[src/hw/rtl/tpms_pkg.sv]
// Shared widths, codes, reset values and command types of the touch power mode sequencer.
`timescale 1ns / 1ps

package tpms_pkg;

  localparam int COUNT_WIDTH   = 16;
  localparam int SAMPLE_WIDTH  = 16;
  localparam int CFG_WIDTH     = 16;
  localparam int CFG_IDX_WIDTH = 2;
  localparam int LED_WIDTH     = 8;
  localparam int MODE_WIDTH    = 2;
  localparam int SCAN_WIDTH    = 2;
  localparam int PROX_WIDTH    = 2;

  // Derived widths.
  localparam int NUM_WIDTH      = SAMPLE_WIDTH + LED_WIDTH;
  localparam int LIQ_WIDTH      = ((SAMPLE_WIDTH > CFG_WIDTH) ? SAMPLE_WIDTH : CFG_WIDTH) + 2;
  localparam int CMP_WIDTH      = (COUNT_WIDTH > CFG_WIDTH) ? COUNT_WIDTH : CFG_WIDTH;
  localparam int DIV_STEPS      = LED_WIDTH;
  localparam int STEP_CNT_WIDTH = $clog2(DIV_STEPS);

  localparam logic [LED_WIDTH-1:0] LED_FULL = '1;

  localparam logic [MODE_WIDTH-1:0] MODE_ACTIVE = 2'd0;
  localparam logic [MODE_WIDTH-1:0] MODE_LOWREF = 2'd1;
  localparam logic [MODE_WIDTH-1:0] MODE_WOT    = 2'd2;
  localparam logic [MODE_WIDTH-1:0] MODE_LIQUID = 2'd3;

  localparam logic [SCAN_WIDTH-1:0] SCAN_ALL   = 2'd0;
  localparam logic [SCAN_WIDTH-1:0] SCAN_LP    = 2'd1;
  localparam logic [SCAN_WIDTH-1:0] SCAN_GUARD = 2'd2;

  localparam logic [PROX_WIDTH-1:0] PROX_NEAR  = 2'd1;
  localparam logic [PROX_WIDTH-1:0] PROX_TOUCH = 2'd3;

  localparam logic [CFG_IDX_WIDTH-1:0] CFG_LIQ_THR    = 2'd0;
  localparam logic [CFG_IDX_WIDTH-1:0] CFG_ACT_IDLE   = 2'd1;
  localparam logic [CFG_IDX_WIDTH-1:0] CFG_LR_IDLE    = 2'd2;
  localparam logic [CFG_IDX_WIDTH-1:0] CFG_LIQ_CLEAR  = 2'd3;

  localparam logic [CFG_WIDTH-1:0] LIQ_THR_RST   = 16'd400;
  localparam logic [CFG_WIDTH-1:0] ACT_IDLE_RST  = 16'd640;
  localparam logic [CFG_WIDTH-1:0] LR_IDLE_RST   = 16'd160;
  localparam logic [CFG_WIDTH-1:0] LIQ_CLEAR_RST = 16'd0;

  typedef struct packed {
    logic load;     // capture the input request
    logic update;   // advance mode and idle count, prepare dividend
    logic setup;    // saturation check and divider start
    logic step;     // one quotient bit
    logic publish;  // load the output register
  } tpms_cmd_t;

endpackage

[src/hw/rtl/tpms_ctrl.sv]
// Controller state machine that sequences one frame through the datapath.
`timescale 1ns / 1ps

module tpms_ctrl (
  input  logic                clk_i,
  input  logic                rst_ni,
  input  logic                in_valid_i,
  output logic                in_ready_o,
  output logic                out_valid_o,
  input  logic                out_ready_i,
  output tpms_pkg::tpms_cmd_t cmd_o
);
  import tpms_pkg::*;

  localparam logic [2:0] ST_IDLE  = 3'd0;
  localparam logic [2:0] ST_CALC  = 3'd1;
  localparam logic [2:0] ST_SETUP = 3'd2;
  localparam logic [2:0] ST_DIV   = 3'd3;
  localparam logic [2:0] ST_FIN   = 3'd4;

  logic [2:0]                state_q, state_d;
  logic [STEP_CNT_WIDTH-1:0] cnt_q, cnt_d;
  logic                      out_valid_q, out_valid_d;
  tpms_cmd_t                 cmd;

  assign in_ready_o  = (state_q == ST_IDLE);
  assign out_valid_o = out_valid_q;
  assign cmd_o       = cmd;

  always_comb begin
    state_d = state_q;
    cnt_d   = cnt_q;
    cmd     = '0;
    unique case (state_q)
      ST_IDLE: begin
        if (in_valid_i) begin
          cmd.load = 1'b1;
          state_d  = ST_CALC;
        end
      end
      ST_CALC: begin
        cmd.update = 1'b1;
        state_d    = ST_SETUP;
      end
      ST_SETUP: begin
        cmd.setup = 1'b1;
        cnt_d     = STEP_CNT_WIDTH'(DIV_STEPS - 1);
        state_d   = ST_DIV;
      end
      ST_DIV: begin
        cmd.step = 1'b1;
        if (cnt_q == '0) begin
          state_d = ST_FIN;
        end else begin
          cnt_d = cnt_q - 1'b1;
        end
      end
      ST_FIN: begin
        // The previous result must have left the output register first.
        if (!out_valid_q || out_ready_i) begin
          cmd.publish = 1'b1;
          state_d     = ST_IDLE;
        end
      end
      default: begin
        state_d = ST_IDLE;
      end
    endcase
  end

  always_comb begin
    out_valid_d = out_valid_q;
    if (cmd.publish) begin
      out_valid_d = 1'b1;
    end else if (out_ready_i) begin
      out_valid_d = 1'b0;
    end
  end

  always_ff @(posedge clk_i or negedge rst_ni) begin
    if (!rst_ni) begin
      state_q     <= ST_IDLE;
      cnt_q       <= '0;
      out_valid_q <= 1'b0;
    end else begin
      state_q     <= state_d;
      cnt_q       <= cnt_d;
      out_valid_q <= out_valid_d;
    end
  end

  a_accept_to_calc: assert property (@(posedge clk_i) disable iff (!rst_ni)
    in_valid_i && in_ready_o |=> state_q == ST_CALC)
    else $error("accepted request did not start the calculation");

  a_div_ends: assert property (@(posedge clk_i) disable iff (!rst_ni)
    state_q == ST_DIV && cnt_q == '0 |=> state_q == ST_FIN)
    else $error("divider did not finish after its last step");

  a_publish_valid: assert property (@(posedge clk_i) disable iff (!rst_ni)
    cmd.publish |=> out_valid_q && state_q == ST_IDLE)
    else $error("published result not presented");

endmodule

[src/hw/rtl/tpms_dp.sv]
// Datapath: configuration, mode and idle counter update, serial brightness divider, outputs.
`timescale 1ns / 1ps

module tpms_dp (
  input  logic                                  clk_i,
  input  logic                                  rst_ni,
  input  tpms_pkg::tpms_cmd_t                   cmd_i,
  input  logic                                  cfg_we_i,
  input  logic [tpms_pkg::CFG_IDX_WIDTH-1:0]    cfg_index_i,
  input  logic [tpms_pkg::CFG_WIDTH-1:0]        cfg_wdata_i,
  input  logic [tpms_pkg::SAMPLE_WIDTH-1:0]     guard_raw_i,
  input  logic [tpms_pkg::SAMPLE_WIDTH-1:0]     guard_baseline_i,
  input  logic                                  any_widget_active_i,
  input  logic                                  lp_widget_active_i,
  input  logic [tpms_pkg::PROX_WIDTH-1:0]       prox_state_i,
  input  logic [tpms_pkg::SAMPLE_WIDTH-1:0]     prox_diff_i,
  input  logic [tpms_pkg::SAMPLE_WIDTH-1:0]     prox_baseline_i,
  input  logic [tpms_pkg::SAMPLE_WIDTH-1:0]     prox_max_raw_i,
  output logic [tpms_pkg::MODE_WIDTH-1:0]       mode_o,
  output logic [tpms_pkg::SCAN_WIDTH-1:0]       next_scan_o,
  output logic                                  timer_select_o,
  output logic [tpms_pkg::LED_WIDTH-1:0]        green_level_o,
  output logic [tpms_pkg::LED_WIDTH-1:0]        blue_level_o,
  output logic [tpms_pkg::LED_WIDTH-1:0]        red_level_o
);
  import tpms_pkg::*;

  // Configuration.
  logic [CFG_WIDTH-1:0] liq_thr_q, act_idle_q, lr_idle_q, liq_clear_q;

  // Captured request.
  logic [SAMPLE_WIDTH-1:0] raw_q, base_q, pdiff_q, pbase_q, pmax_q;
  logic                    any_q, lp_q;
  logic [PROX_WIDTH-1:0]   pstat_q;

  // Sequencer state.
  logic [MODE_WIDTH-1:0]  mode_q, mode_d;
  logic [COUNT_WIDTH-1:0] idle_q, idle_d, idle_inc;
  logic                   tsel_q, tsel_d;

  // Divider.
  logic [NUM_WIDTH-1:0]    num_q;
  logic [SAMPLE_WIDTH-1:0] den_q;
  logic [SAMPLE_WIDTH:0]   rem_q, rem_shift;
  logic [LED_WIDTH-1:0]    low_q, quo_q;
  logic                    sat_q, rem_ge;

  // Output register.
  logic [MODE_WIDTH-1:0] mode_out_q;
  logic [SCAN_WIDTH-1:0] scan_q, scan_d;
  logic                  tsel_out_q;
  logic [LED_WIDTH-1:0]  green_q, blue_q, red_q, green_d, blue_d, red_d;

  logic [LIQ_WIDTH-1:0] liq_diff;
  logic                 liquid;
  logic                 exceed_act, exceed_lr, exceed_liq;

  always_ff @(posedge clk_i or negedge rst_ni) begin
    if (!rst_ni) begin
      liq_thr_q   <= LIQ_THR_RST;
      act_idle_q  <= ACT_IDLE_RST;
      lr_idle_q   <= LR_IDLE_RST;
      liq_clear_q <= LIQ_CLEAR_RST;
    end else if (cfg_we_i) begin
      unique case (cfg_index_i)
        CFG_LIQ_THR:   liq_thr_q   <= cfg_wdata_i;
        CFG_ACT_IDLE:  act_idle_q  <= cfg_wdata_i;
        CFG_LR_IDLE:   lr_idle_q   <= cfg_wdata_i;
        CFG_LIQ_CLEAR: liq_clear_q <= cfg_wdata_i;
        default: begin
        end
      endcase
    end
  end

  always_ff @(posedge clk_i) begin
    if (cmd_i.load) begin
      raw_q   <= guard_raw_i;
      base_q  <= guard_baseline_i;
      any_q   <= any_widget_active_i;
      lp_q    <= lp_widget_active_i;
      pstat_q <= prox_state_i;
      pdiff_q <= prox_diff_i;
      pbase_q <= prox_baseline_i;
      pmax_q  <= prox_max_raw_i;
    end
  end

  // Guard difference is signed; the threshold is never negative.
  assign liq_diff = LIQ_WIDTH'(base_q) - LIQ_WIDTH'(raw_q);
  assign liquid   = $signed(liq_diff) >= $signed(LIQ_WIDTH'(liq_thr_q));

  // The idle count saturates, so a limit at its maximum is never exceeded.
  assign idle_inc   = (idle_q == '1) ? idle_q : idle_q + 1'b1;
  assign exceed_act = CMP_WIDTH'(idle_inc) > CMP_WIDTH'(act_idle_q);
  assign exceed_lr  = CMP_WIDTH'(idle_inc) > CMP_WIDTH'(lr_idle_q);
  assign exceed_liq = CMP_WIDTH'(idle_inc) > CMP_WIDTH'(liq_clear_q);

  always_comb begin
    mode_d = mode_q;
    idle_d = idle_q;
    tsel_d = tsel_q;
    unique case (mode_q)
      MODE_ACTIVE: begin
        if (liquid) begin
          mode_d = MODE_LIQUID;
          idle_d = '0;
        end else if (any_q) begin
          idle_d = '0;
        end else if (exceed_act) begin
          mode_d = MODE_LOWREF;
          idle_d = '0;
          tsel_d = 1'b1;
        end else begin
          idle_d = idle_inc;
        end
      end
      MODE_LOWREF: begin
        if (liquid) begin
          mode_d = MODE_LIQUID;
          idle_d = '0;
        end else if (any_q) begin
          mode_d = MODE_ACTIVE;
          idle_d = '0;
          tsel_d = 1'b0;
        end else if (exceed_lr) begin
          mode_d = MODE_WOT;
          idle_d = '0;
        end else begin
          idle_d = idle_inc;
        end
      end
      MODE_WOT: begin
        idle_d = '0;
        mode_d = lp_q ? MODE_ACTIVE : MODE_LOWREF;
        tsel_d = !lp_q;
      end
      default: begin
        if (liquid) begin
          idle_d = '0;
        end else if (exceed_liq) begin
          mode_d = MODE_ACTIVE;
          idle_d = '0;
        end else begin
          idle_d = idle_inc;
        end
      end
    endcase
  end

  always_ff @(posedge clk_i or negedge rst_ni) begin
    if (!rst_ni) begin
      mode_q <= MODE_ACTIVE;
      idle_q <= '0;
      tsel_q <= 1'b0;
    end else if (cmd_i.update) begin
      mode_q <= mode_d;
      idle_q <= idle_d;
      tsel_q <= tsel_d;
    end
  end

  // Restoring division of diff*255 by the wrapped span, one quotient bit per step.
  // A quotient of 256 or more, a zero divisor included, saturates.
  assign rem_shift = {rem_q[SAMPLE_WIDTH-1:0], low_q[LED_WIDTH-1]};
  assign rem_ge    = rem_shift >= {1'b0, den_q};

  always_ff @(posedge clk_i) begin
    if (cmd_i.update) begin
      num_q <= (NUM_WIDTH'(pdiff_q) << LED_WIDTH) - NUM_WIDTH'(pdiff_q);
      den_q <= pmax_q - pbase_q;
    end
    if (cmd_i.setup) begin
      sat_q <= num_q >= {den_q, LED_WIDTH'(0)};
      rem_q <= {1'b0, num_q[NUM_WIDTH-1:LED_WIDTH]};
      low_q <= num_q[LED_WIDTH-1:0];
      quo_q <= '0;
    end
    if (cmd_i.step) begin
      rem_q <= rem_ge ? rem_shift - {1'b0, den_q} : rem_shift;
      low_q <= {low_q[LED_WIDTH-2:0], 1'b0};
      quo_q <= {quo_q[LED_WIDTH-2:0], rem_ge};
    end
  end

  always_comb begin
    green_d = '0;
    blue_d  = '0;
    red_d   = '0;
    if (mode_q == MODE_LIQUID) begin
      red_d = LED_FULL;
    end else if (pstat_q == PROX_NEAR) begin
      green_d = sat_q ? LED_FULL : quo_q;
    end else if (pstat_q == PROX_TOUCH) begin
      green_d = LED_FULL;
      blue_d  = LED_FULL;
    end
  end

  always_comb begin
    unique case (mode_q)
      MODE_WOT:    scan_d = SCAN_LP;
      MODE_LIQUID: scan_d = SCAN_GUARD;
      default:     scan_d = SCAN_ALL;
    endcase
  end

  always_ff @(posedge clk_i) begin
    if (cmd_i.publish) begin
      mode_out_q <= mode_q;
      scan_q     <= scan_d;
      tsel_out_q <= tsel_q;
      green_q    <= green_d;
      blue_q     <= blue_d;
      red_q      <= red_d;
    end
  end

  assign mode_o         = mode_out_q;
  assign next_scan_o    = scan_q;
  assign timer_select_o = tsel_out_q;
  assign green_level_o  = green_q;
  assign blue_level_o   = blue_q;
  assign red_level_o    = red_q;

  a_rem_below_den: assert property (@(posedge clk_i) disable iff (!rst_ni)
    (cmd_i.setup && !(num_q >= {den_q, LED_WIDTH'(0)})) || (cmd_i.step && !sat_q)
    |=> rem_q < {1'b0, den_q})
    else $error("divider remainder not below divisor");

  a_liquid_leds: assert property (@(posedge clk_i) disable iff (!rst_ni)
    cmd_i.publish && mode_q == MODE_LIQUID
    |=> red_q == LED_FULL && green_q == '0 && scan_q == SCAN_GUARD)
    else $error("liquid mode outputs wrong");

  a_wot_leaves: assert property (@(posedge clk_i) disable iff (!rst_ni)
    cmd_i.update && mode_q == MODE_WOT |=> idle_q == '0 && mode_q != MODE_WOT)
    else $error("wake-on-touch did not hand over");

endmodule

[src/hw/rtl/touch_power_mode_sequencer.sv]
// Top level of the touch power mode sequencer: controller plus datapath.
`timescale 1ns / 1ps
// Steps per request: mode update, divider setup, the serial quotient steps, then a publish
// step that waits until the previous result has left the output register.
// The bit-serial divider keeps the block busy; a new request is taken only after publish.
// A new request is taken while the previous result still waits in the output register.
// Reset (async, active low): active mode, idle count zero, active timer rate, registers
// at their defaults; no result pending.

module touch_power_mode_sequencer (
  input  logic                               clk_i,
  input  logic                               rst_ni,
  input  logic                               cfg_we_i,
  input  logic [tpms_pkg::CFG_IDX_WIDTH-1:0] cfg_index_i,
  input  logic [tpms_pkg::CFG_WIDTH-1:0]     cfg_wdata_i,
  input  logic                               in_valid_i,
  output logic                               in_ready_o,
  input  logic [tpms_pkg::SAMPLE_WIDTH-1:0]  guard_raw_i,
  input  logic [tpms_pkg::SAMPLE_WIDTH-1:0]  guard_baseline_i,
  input  logic                               any_widget_active_i,
  input  logic                               lp_widget_active_i,
  input  logic [tpms_pkg::PROX_WIDTH-1:0]    prox_state_i,
  input  logic [tpms_pkg::SAMPLE_WIDTH-1:0]  prox_diff_i,
  input  logic [tpms_pkg::SAMPLE_WIDTH-1:0]  prox_baseline_i,
  input  logic [tpms_pkg::SAMPLE_WIDTH-1:0]  prox_max_raw_i,
  output logic                               out_valid_o,
  input  logic                               out_ready_i,
  output logic [tpms_pkg::MODE_WIDTH-1:0]    mode_o,
  output logic [tpms_pkg::SCAN_WIDTH-1:0]    next_scan_o,
  output logic                               timer_select_o,
  output logic [tpms_pkg::LED_WIDTH-1:0]     green_level_o,
  output logic [tpms_pkg::LED_WIDTH-1:0]     blue_level_o,
  output logic [tpms_pkg::LED_WIDTH-1:0]     red_level_o
);
  import tpms_pkg::*;

  tpms_cmd_t cmd;

  tpms_ctrl u_ctrl (
    .clk_i       (clk_i),
    .rst_ni      (rst_ni),
    .in_valid_i  (in_valid_i),
    .in_ready_o  (in_ready_o),
    .out_valid_o (out_valid_o),
    .out_ready_i (out_ready_i),
    .cmd_o       (cmd)
  );

  tpms_dp u_dp (
    .clk_i               (clk_i),
    .rst_ni              (rst_ni),
    .cmd_i               (cmd),
    .cfg_we_i            (cfg_we_i),
    .cfg_index_i         (cfg_index_i),
    .cfg_wdata_i         (cfg_wdata_i),
    .guard_raw_i         (guard_raw_i),
    .guard_baseline_i    (guard_baseline_i),
    .any_widget_active_i (any_widget_active_i),
    .lp_widget_active_i  (lp_widget_active_i),
    .prox_state_i        (prox_state_i),
    .prox_diff_i         (prox_diff_i),
    .prox_baseline_i     (prox_baseline_i),
    .prox_max_raw_i      (prox_max_raw_i),
    .mode_o              (mode_o),
    .next_scan_o         (next_scan_o),
    .timer_select_o      (timer_select_o),
    .green_level_o       (green_level_o),
    .blue_level_o        (blue_level_o),
    .red_level_o         (red_level_o)
  );

endmodule

[config.mk]
export PLATFORM = sky130hd
export DESIGN_NAME = touch_power_mode_sequencer
export DESIGN_NICKNAME = d
export VERILOG_FILES = /design/src/hw/rtl/tpms_pkg.sv /design/src/hw/rtl/tpms_ctrl.sv /design/src/hw/rtl/tpms_dp.sv /design/src/hw/rtl/touch_power_mode_sequencer.sv
export SDC_FILE = /design/constraint.sdc
export NUM_CORES = 1
export LEC_CHECK = 0
export ABC_CLOCK_PERIOD_IN_PS = 15860
export BUFFER_PORTS_ARGS = -buffer_cell sky130_fd_sc_hd__buf_2
export CORE_ASPECT_RATIO = 0.5
export CORE_UTILIZATION = 30
export CTS_CLUSTER_DIAMETER = 100
export DETAILED_ROUTE_END_ITERATION = 7
export GPL_TIMING_DRIVEN = 0
export HOLD_SLACK_MARGIN = 0.15
export PLACE_DENSITY_LB_ADDON = 0.08
export RECOVER_POWER = 100
export SLEW_MARGIN = 20
export SYNTH_ARGS = -nofsm -noshare
export SYNTH_HDL_FRONTEND = slang
export SYNTH_HIERARCHICAL = 1
export SYNTH_SLANG_ARGS = --single-unit
[constraint.sdc]
create_clock -name clk_i -period 15.86 [get_ports clk_i]
set_clock_uncertainty 0.1 [all_clocks]
set_input_delay 2.379 -clock clk_i [delete_from_list [all_inputs] [get_ports clk_i]]
set_output_delay 2.379 -clock clk_i [all_outputs]
set_load 0.005 [all_outputs]
# ---- After elaboration in Yosys (flattened, before gate mapping)
# Index checks and enable logic that the tools add are counted.
dict set report totals {
  register_bits 276
  input_bits 107
}
dict set report classes {
  n_eq_ne 26
  order_cmp 6
  n_mux 53
  reduce_logical 21
  n_addsub 6
}
# operator count
set ops {}
lappend ops {{$mux W16} 12}
lappend ops {{$mux W8} 8}
lappend ops {{$gt A16 B16 Y1} 3}
lappend ops {{$pmux W16 S3} 1}
lappend ops {{$sub A16 B16 Y16} 2}
lappend ops {{$ge A24 B24 Y1} 1}
lappend ops {{$sub A24 B16 Y24} 1}
lappend ops {{$ge A18 B17 Y1} 1}
lappend ops {{$ge A17 B16 Y1} 1}
lappend ops {{$sub A16 B16 Y17} 1}
lappend ops {{$add A16 B1 Y16 const B} 1}
lappend ops {{$eq A16 B16 Y1 const B} 1}
lappend ops {{$mux W2} 8}
lappend ops {{$mux W1} 15}
lappend ops {{$pmux W3 S5} 1}
lappend ops {{$mux W3} 4}
lappend ops {{$eq A2 B2 Y1 const B} 5}
lappend ops {{$ne A2 B2 Y1 const B} 5}
lappend ops {{$reduce_and A2 Y1} 5}
lappend ops {{$ne A2 B1 Y1 const B} 4}
lappend ops {{$reduce_and A7 Y1} 1}
lappend ops {{$eq A2 B1 Y1 const B} 3}
lappend ops {{$eq A3 B2 Y1 const B} 2}
lappend ops {{$logic_not A3 Y1} 2}
lappend ops {{20 further kinds} 24}

# ---- Logic depth before layout (Yosys ltp)
dict set report logic_depth {
  word_depth 7
  mapped_depth 20
}

# ---- Modules after synthesis
# Netlist, hierarchy kept.
# module cells_per_inst area_per_inst_um2 n_inst
set modules_own_cells {}
lappend modules_own_cells {tpms_dp 1294 14480.1 1}
lappend modules_own_cells {tpms_ctrl 42 397.9 1}

# ---- Worst setup path before layout
# Ideal clock, no wire load.
dict set report synth_timing {
  kind {input to register}
  from {input in_valid_i}
  to {register u_dp.any_q (enable)}
  t_arrival_ns 8.647
  required_time_ns 15.113
  slack_ns 6.466
  setup_ns 0.647
  stages 2
  path_cell_list {nor2b_1 nor3b_1}
}
# element line
set synth_lines {}
lappend synth_lines {{start: declaration} touch_power_mode_sequencer.sv:16} ;# input logic in_valid_i,
lappend synth_lines {{end signal: assignment} tpms_dp.sv:80} ;# any_q <= any_widget_active_i;
lappend synth_lines {{end: declaration} tpms_dp.sv:33} ;# logic any_q, lp_q;

# ---- Worst setup path in the final report
dict set report layout_timing {
  from {register u_dp.idle_q[3]}
  to {register u_dp.idle_q[0]}
}
dict set report layout_via {
  elab_chain_cells 7
  elab_cells_between_ends 15
  cone_classes {add/sub (1); order compare (3); eq/ne (1); mux (10)}
}
# element line
set layout_rtl {}
lappend layout_rtl {{start: declaration} tpms_dp.sv:38} ;# logic [COUNT_WIDTH-1:0] idle_q, idle_d, idle_inc;
lappend layout_rtl {{start signal: assignment} tpms_dp.sv:158} ;# idle_q <= idle_d;
lappend layout_rtl {{$add A16 B1 Y16 or $eq A16 B16 Y1 (tied branches)} tpms_dp.sv:94} ;# assign idle_inc = (idle_q == '1) ? idle_q : idle_q + 1'b1;
lappend layout_rtl {{$mux W16 *} tpms_dp.sv:94}
lappend layout_rtl {{$gt A16 B16 Y1 (on tied branches)} {tpms_dp.sv:96, tpms_dp.sv:95}}
lappend layout_rtl {{$mux W16 (on tied branches)} {tpms_dp.sv:126, tpms_dp.sv:110}}
lappend layout_rtl {{$mux W16 (on tied branches)} {tpms_dp.sv:122, tpms_dp.sv:108}}
lappend layout_rtl {{$mux W16 (on tied branches)} {tpms_dp.sv:119, tpms_dp.sv:105}}
lappend layout_rtl {{$pmux W16 S3 *} tpms_dp.sv:103} ;# unique case (mode_q)
# Every way passes the cells marked *; elsewhere a longest branch is shown, timed or not.
# A chain may end at the register's enable or synchronous reset.

==> results.yml <==
drt:
  drt-initial-drc-count: 460
  vias: 10320
  drt_pass1_iterations: 5
  wl_per_cell_um: 15.81
  drc: 0
  viasPerCell: 4.712
  drt_wl_total_mm: 34.61
  antenna_left: 0
placed_design:
  hpwlAfterDp_mm: 26.69
  pre_cts_slack_ns: 10.87
  gp_congestion: 0.8678
  placed_area_sq_um: 16520
  port_buffers: 137
floorplanning:
  top_level_ports: 138
  core-area_sq_um: 48710
  initial_core_util_pct: 30.54
  dieArea_sq_um: 50540
  die_h_um: 159.5
  core.rowCount: 57
  fp.dieW_um: 316.9
logic_synthesis:
  synth_fp_nets: 1589
  ys_top_cells_by_count: "170 x edfxtp_1, 149 x inv_1, 143 x ha_1"
  ys.flop_type: "edfxtp_1"
  synthCells: 1336
  ys_seq_elements: 261
  yosysMostFrequentCell: "edfxtp_1"
  synth_area_leaders: "edfxtp_1 34%, dfrtp_1 14%, ha_1 12%"
  synthArstFlopShare_pct: 34.48
  yosysTopAreaCellShare_pct: 34.31
  ys_warn_count: 6
  ys_seq_area_share_pct: 49.64
  yosys.area.top_type: "edfxtp_1"
  synth_cell_types: 82
  syn_area_per_cell_sq_um: 11.14
  synth-edff-count: 170
  synthesis.area_sq_um: 14880
clock_network:
  cts_buffer_depth: 3
  clk_pin_slew_ns: 0.06
  ctsRootBufferMaster: "clkbuf_16"
  cts_tree: "built"
  clock_sinks: 261
  cts.repair.resized: 0
  cts-buffers-inserted: 29
  htree_levels: 1
  cts_hold_buf: 0
  clkLatencyLatePin_ns: 0.56
  cts_setup_buffers: 0
power:
  vdd_drop_max_mv: 0.06861
  powerDensity_nw_per_um2: 138.8
  power_w: 0.002402
  p_leak_nw: 7.366
cells_and_area:
  diodes: 0
  final_nets: 1771
  design_area_sq_um: 17310
  nFillCells: 4932
  post-route-util_pct: 35.53
  area_growth_syn_to_layout_pct: 16.32
  multi_input_area_sq_um: 6636
  seq_area_sq_um: 7386
  drive_gt1_share_pct: 16.62
run_status:
  violations: "capacitance limit, slew limit"
  status: "finished with violations"
critical_path:
  critPathMaxStageDelay_ns: 0.94
  required_ns: 16.25
  crit_path_cell_trace: "clkbuf_1, and4_1, nand4_4, nor3_1, and4_1, clkbuf_1, nor2_1, and3_1, xor2_1, ha_1, nand4_1, nor4_1, and2_1, a31oi_1, o32ai_1, mux2i_1, clkbuf_1, nor3_1, a22o_1"
  cp_top_family: "simple AND/OR/NAND/NOR gates"
  critPathBufInv: 3
  critPathKind: "register to register"
  cp-start-kind: "register"
  cp_slowest_cell: "nor3_1"
  end_kind: "register"
  crit_top_cell: "clkbuf_1"
  path_max_fanout: 10
  crit_arrival_ns: 6.72
timing:
  setup-tns-final_ns: 0
  post-route-period-util_pct: 39.89
  rsz0062_at_grt: "no"
  worst-slew-pin-transition_ns: 2.796
  max_freq_mhz: 158.1
  slew_viol_final: 125
  fin_crit_ns: 6.326
  finalSetupViolations: 0
  fin_ws_ns: 9.534
  hold_viol_final: 0
  relSlewSlack_pct: -86.40
global_routing:
  grt_pass1_vias: 10710
  globalRouteOverflowTotal: 0
  grt_first_pass_wirelength_mm: 56.09
  antenna_found_initial: 1
  grt_max_degree: 48
  grt_use_total_pct: 13.81
run:
  drv_cap: 3
min_path:
  hold_class: "register to register"
## where the power goes
| group | switching [W] | total (W) | internal [W] | leakage (nW) |
|---|---|---|---|---|
| combinational | 0.000446 | 0.000747 | 0.000301 | 4.22 |
| sequential | 0.0000591 | 0.000954 | 0.000895 | 2.68 |
| clock | 0.000285 | 0.000700 | 0.000415 | 0.466 |
## layout by cell type, fill, tap and decap left out, drive strengths merged, types with 19 or more instances in the layout
cell type | synthesis | layout
nand3 | 29 | 29
ha | 143 | 143
a21oi | 73 | 73
dfrtp | 83 | 83
buf | 27 | 124
o21ai | 50 | 50
nand2 | 72 | 72
nor2 | 85 | 85
inv | 150 | 151
clkbuf | 15 | 101
o31ai | 20 | 20
xnor2 | 55 | 55
edfxtp | 170 | 170
nor2b | 19 | 19
o21a | 27 | 27
mux2 | 51 | 51
nor3 | 36 | 36
## cell families after synthesis
group / share of synthesized area (%)
flops: 49.64
compound gates: 12.65
buf+inv: 5.399
xor+xnor: 3.768
mux: 4.154
simple gates: 11.96
fa+ha+maj: 12.43
## area by class of cell
cell class	count	area share [%]
buffer	42	1.236
clock inverter	21	1.366
clock buffer	32	4.258
sequential	261	42.68
tap	649	4.692
timing repair buffer	151	4.171
inverter	150	3.253
multi-input combinational	883	38.35
## through the flow
step	instances	hold WS [ns]
floorplan	1336	0.3194
global placement	2122	0.3648
detailed placement	2136	0.3746
CTS	2189	0.3900
global route	2189	0.4125
finish	2189	0.3845
## per-layer routing
| metal | vias to the layer above | GRT usage (%) | share of wire (%) |
|---|---|---|---|
| li1 | 5168 | - | - |
| met1 | 4987 | 18.50 | 47 |
| met2 | 104 | 23.19 | 48 |
| met3 | 54 | 2.305 | 3.0 |
| met4 | 2 | 3.256 | 2.3 |
| met5 | - | 0 | 0.038 |
## flip-flops by register name, indices dropped and copies added, names as in the netlist, 8 cells and up
register / cells
u_dp/num_q: 24
u_dp/act_idle_q: 16
u_dp/base_q: 16
u_dp/den_q: 16
u_dp/idle_q: 16
u_dp/liq_clear_q: 16
u_dp/liq_thr_q: 16
u_dp/lr_idle_q: 16
u_dp/pbase_q: 16
u_dp/pdiff_q: 16
u_dp/pmax_q: 16
u_dp/raw_q: 16
u_dp/rem_q: 16
u_dp/green_level_o: 8
u_dp/low_q: 8
u_dp/quo_q: 8
## final timing paths
path / endpoint / depth (start not counted) / start / slack (ns)
min: u_dp/timer_select_o$_DFFE_PP_ / 0 / u_dp/tsel_q$_DFFE_PN0P_ / 0.38
min in group asynchronous: u_dp/act_idle_q[2]$_DFFE_PN0P_ / 1 / rst_ni / 2.44
max in group asynchronous: u_ctrl/cnt_q[0]$_DFFE_PN0P_ / 2 / rst_ni / 9.65
max: u_dp/idle_q[0]$_DFFE_PN0P_ / 19 / u_dp/idle_q[3]$_DFFE_PN0P_ / 9.53
max reg2reg: u_dp/idle_q[0]$_DFFE_PN0P_ / 19 / u_dp/idle_q[3]$_DFFE_PN0P_ / 9.53
min reg2reg: u_dp/timer_select_o$_DFFE_PP_ / 0 / u_dp/tsel_q$_DFFE_PN0P_ / 0.38
(Power assumes the default switching activity.)
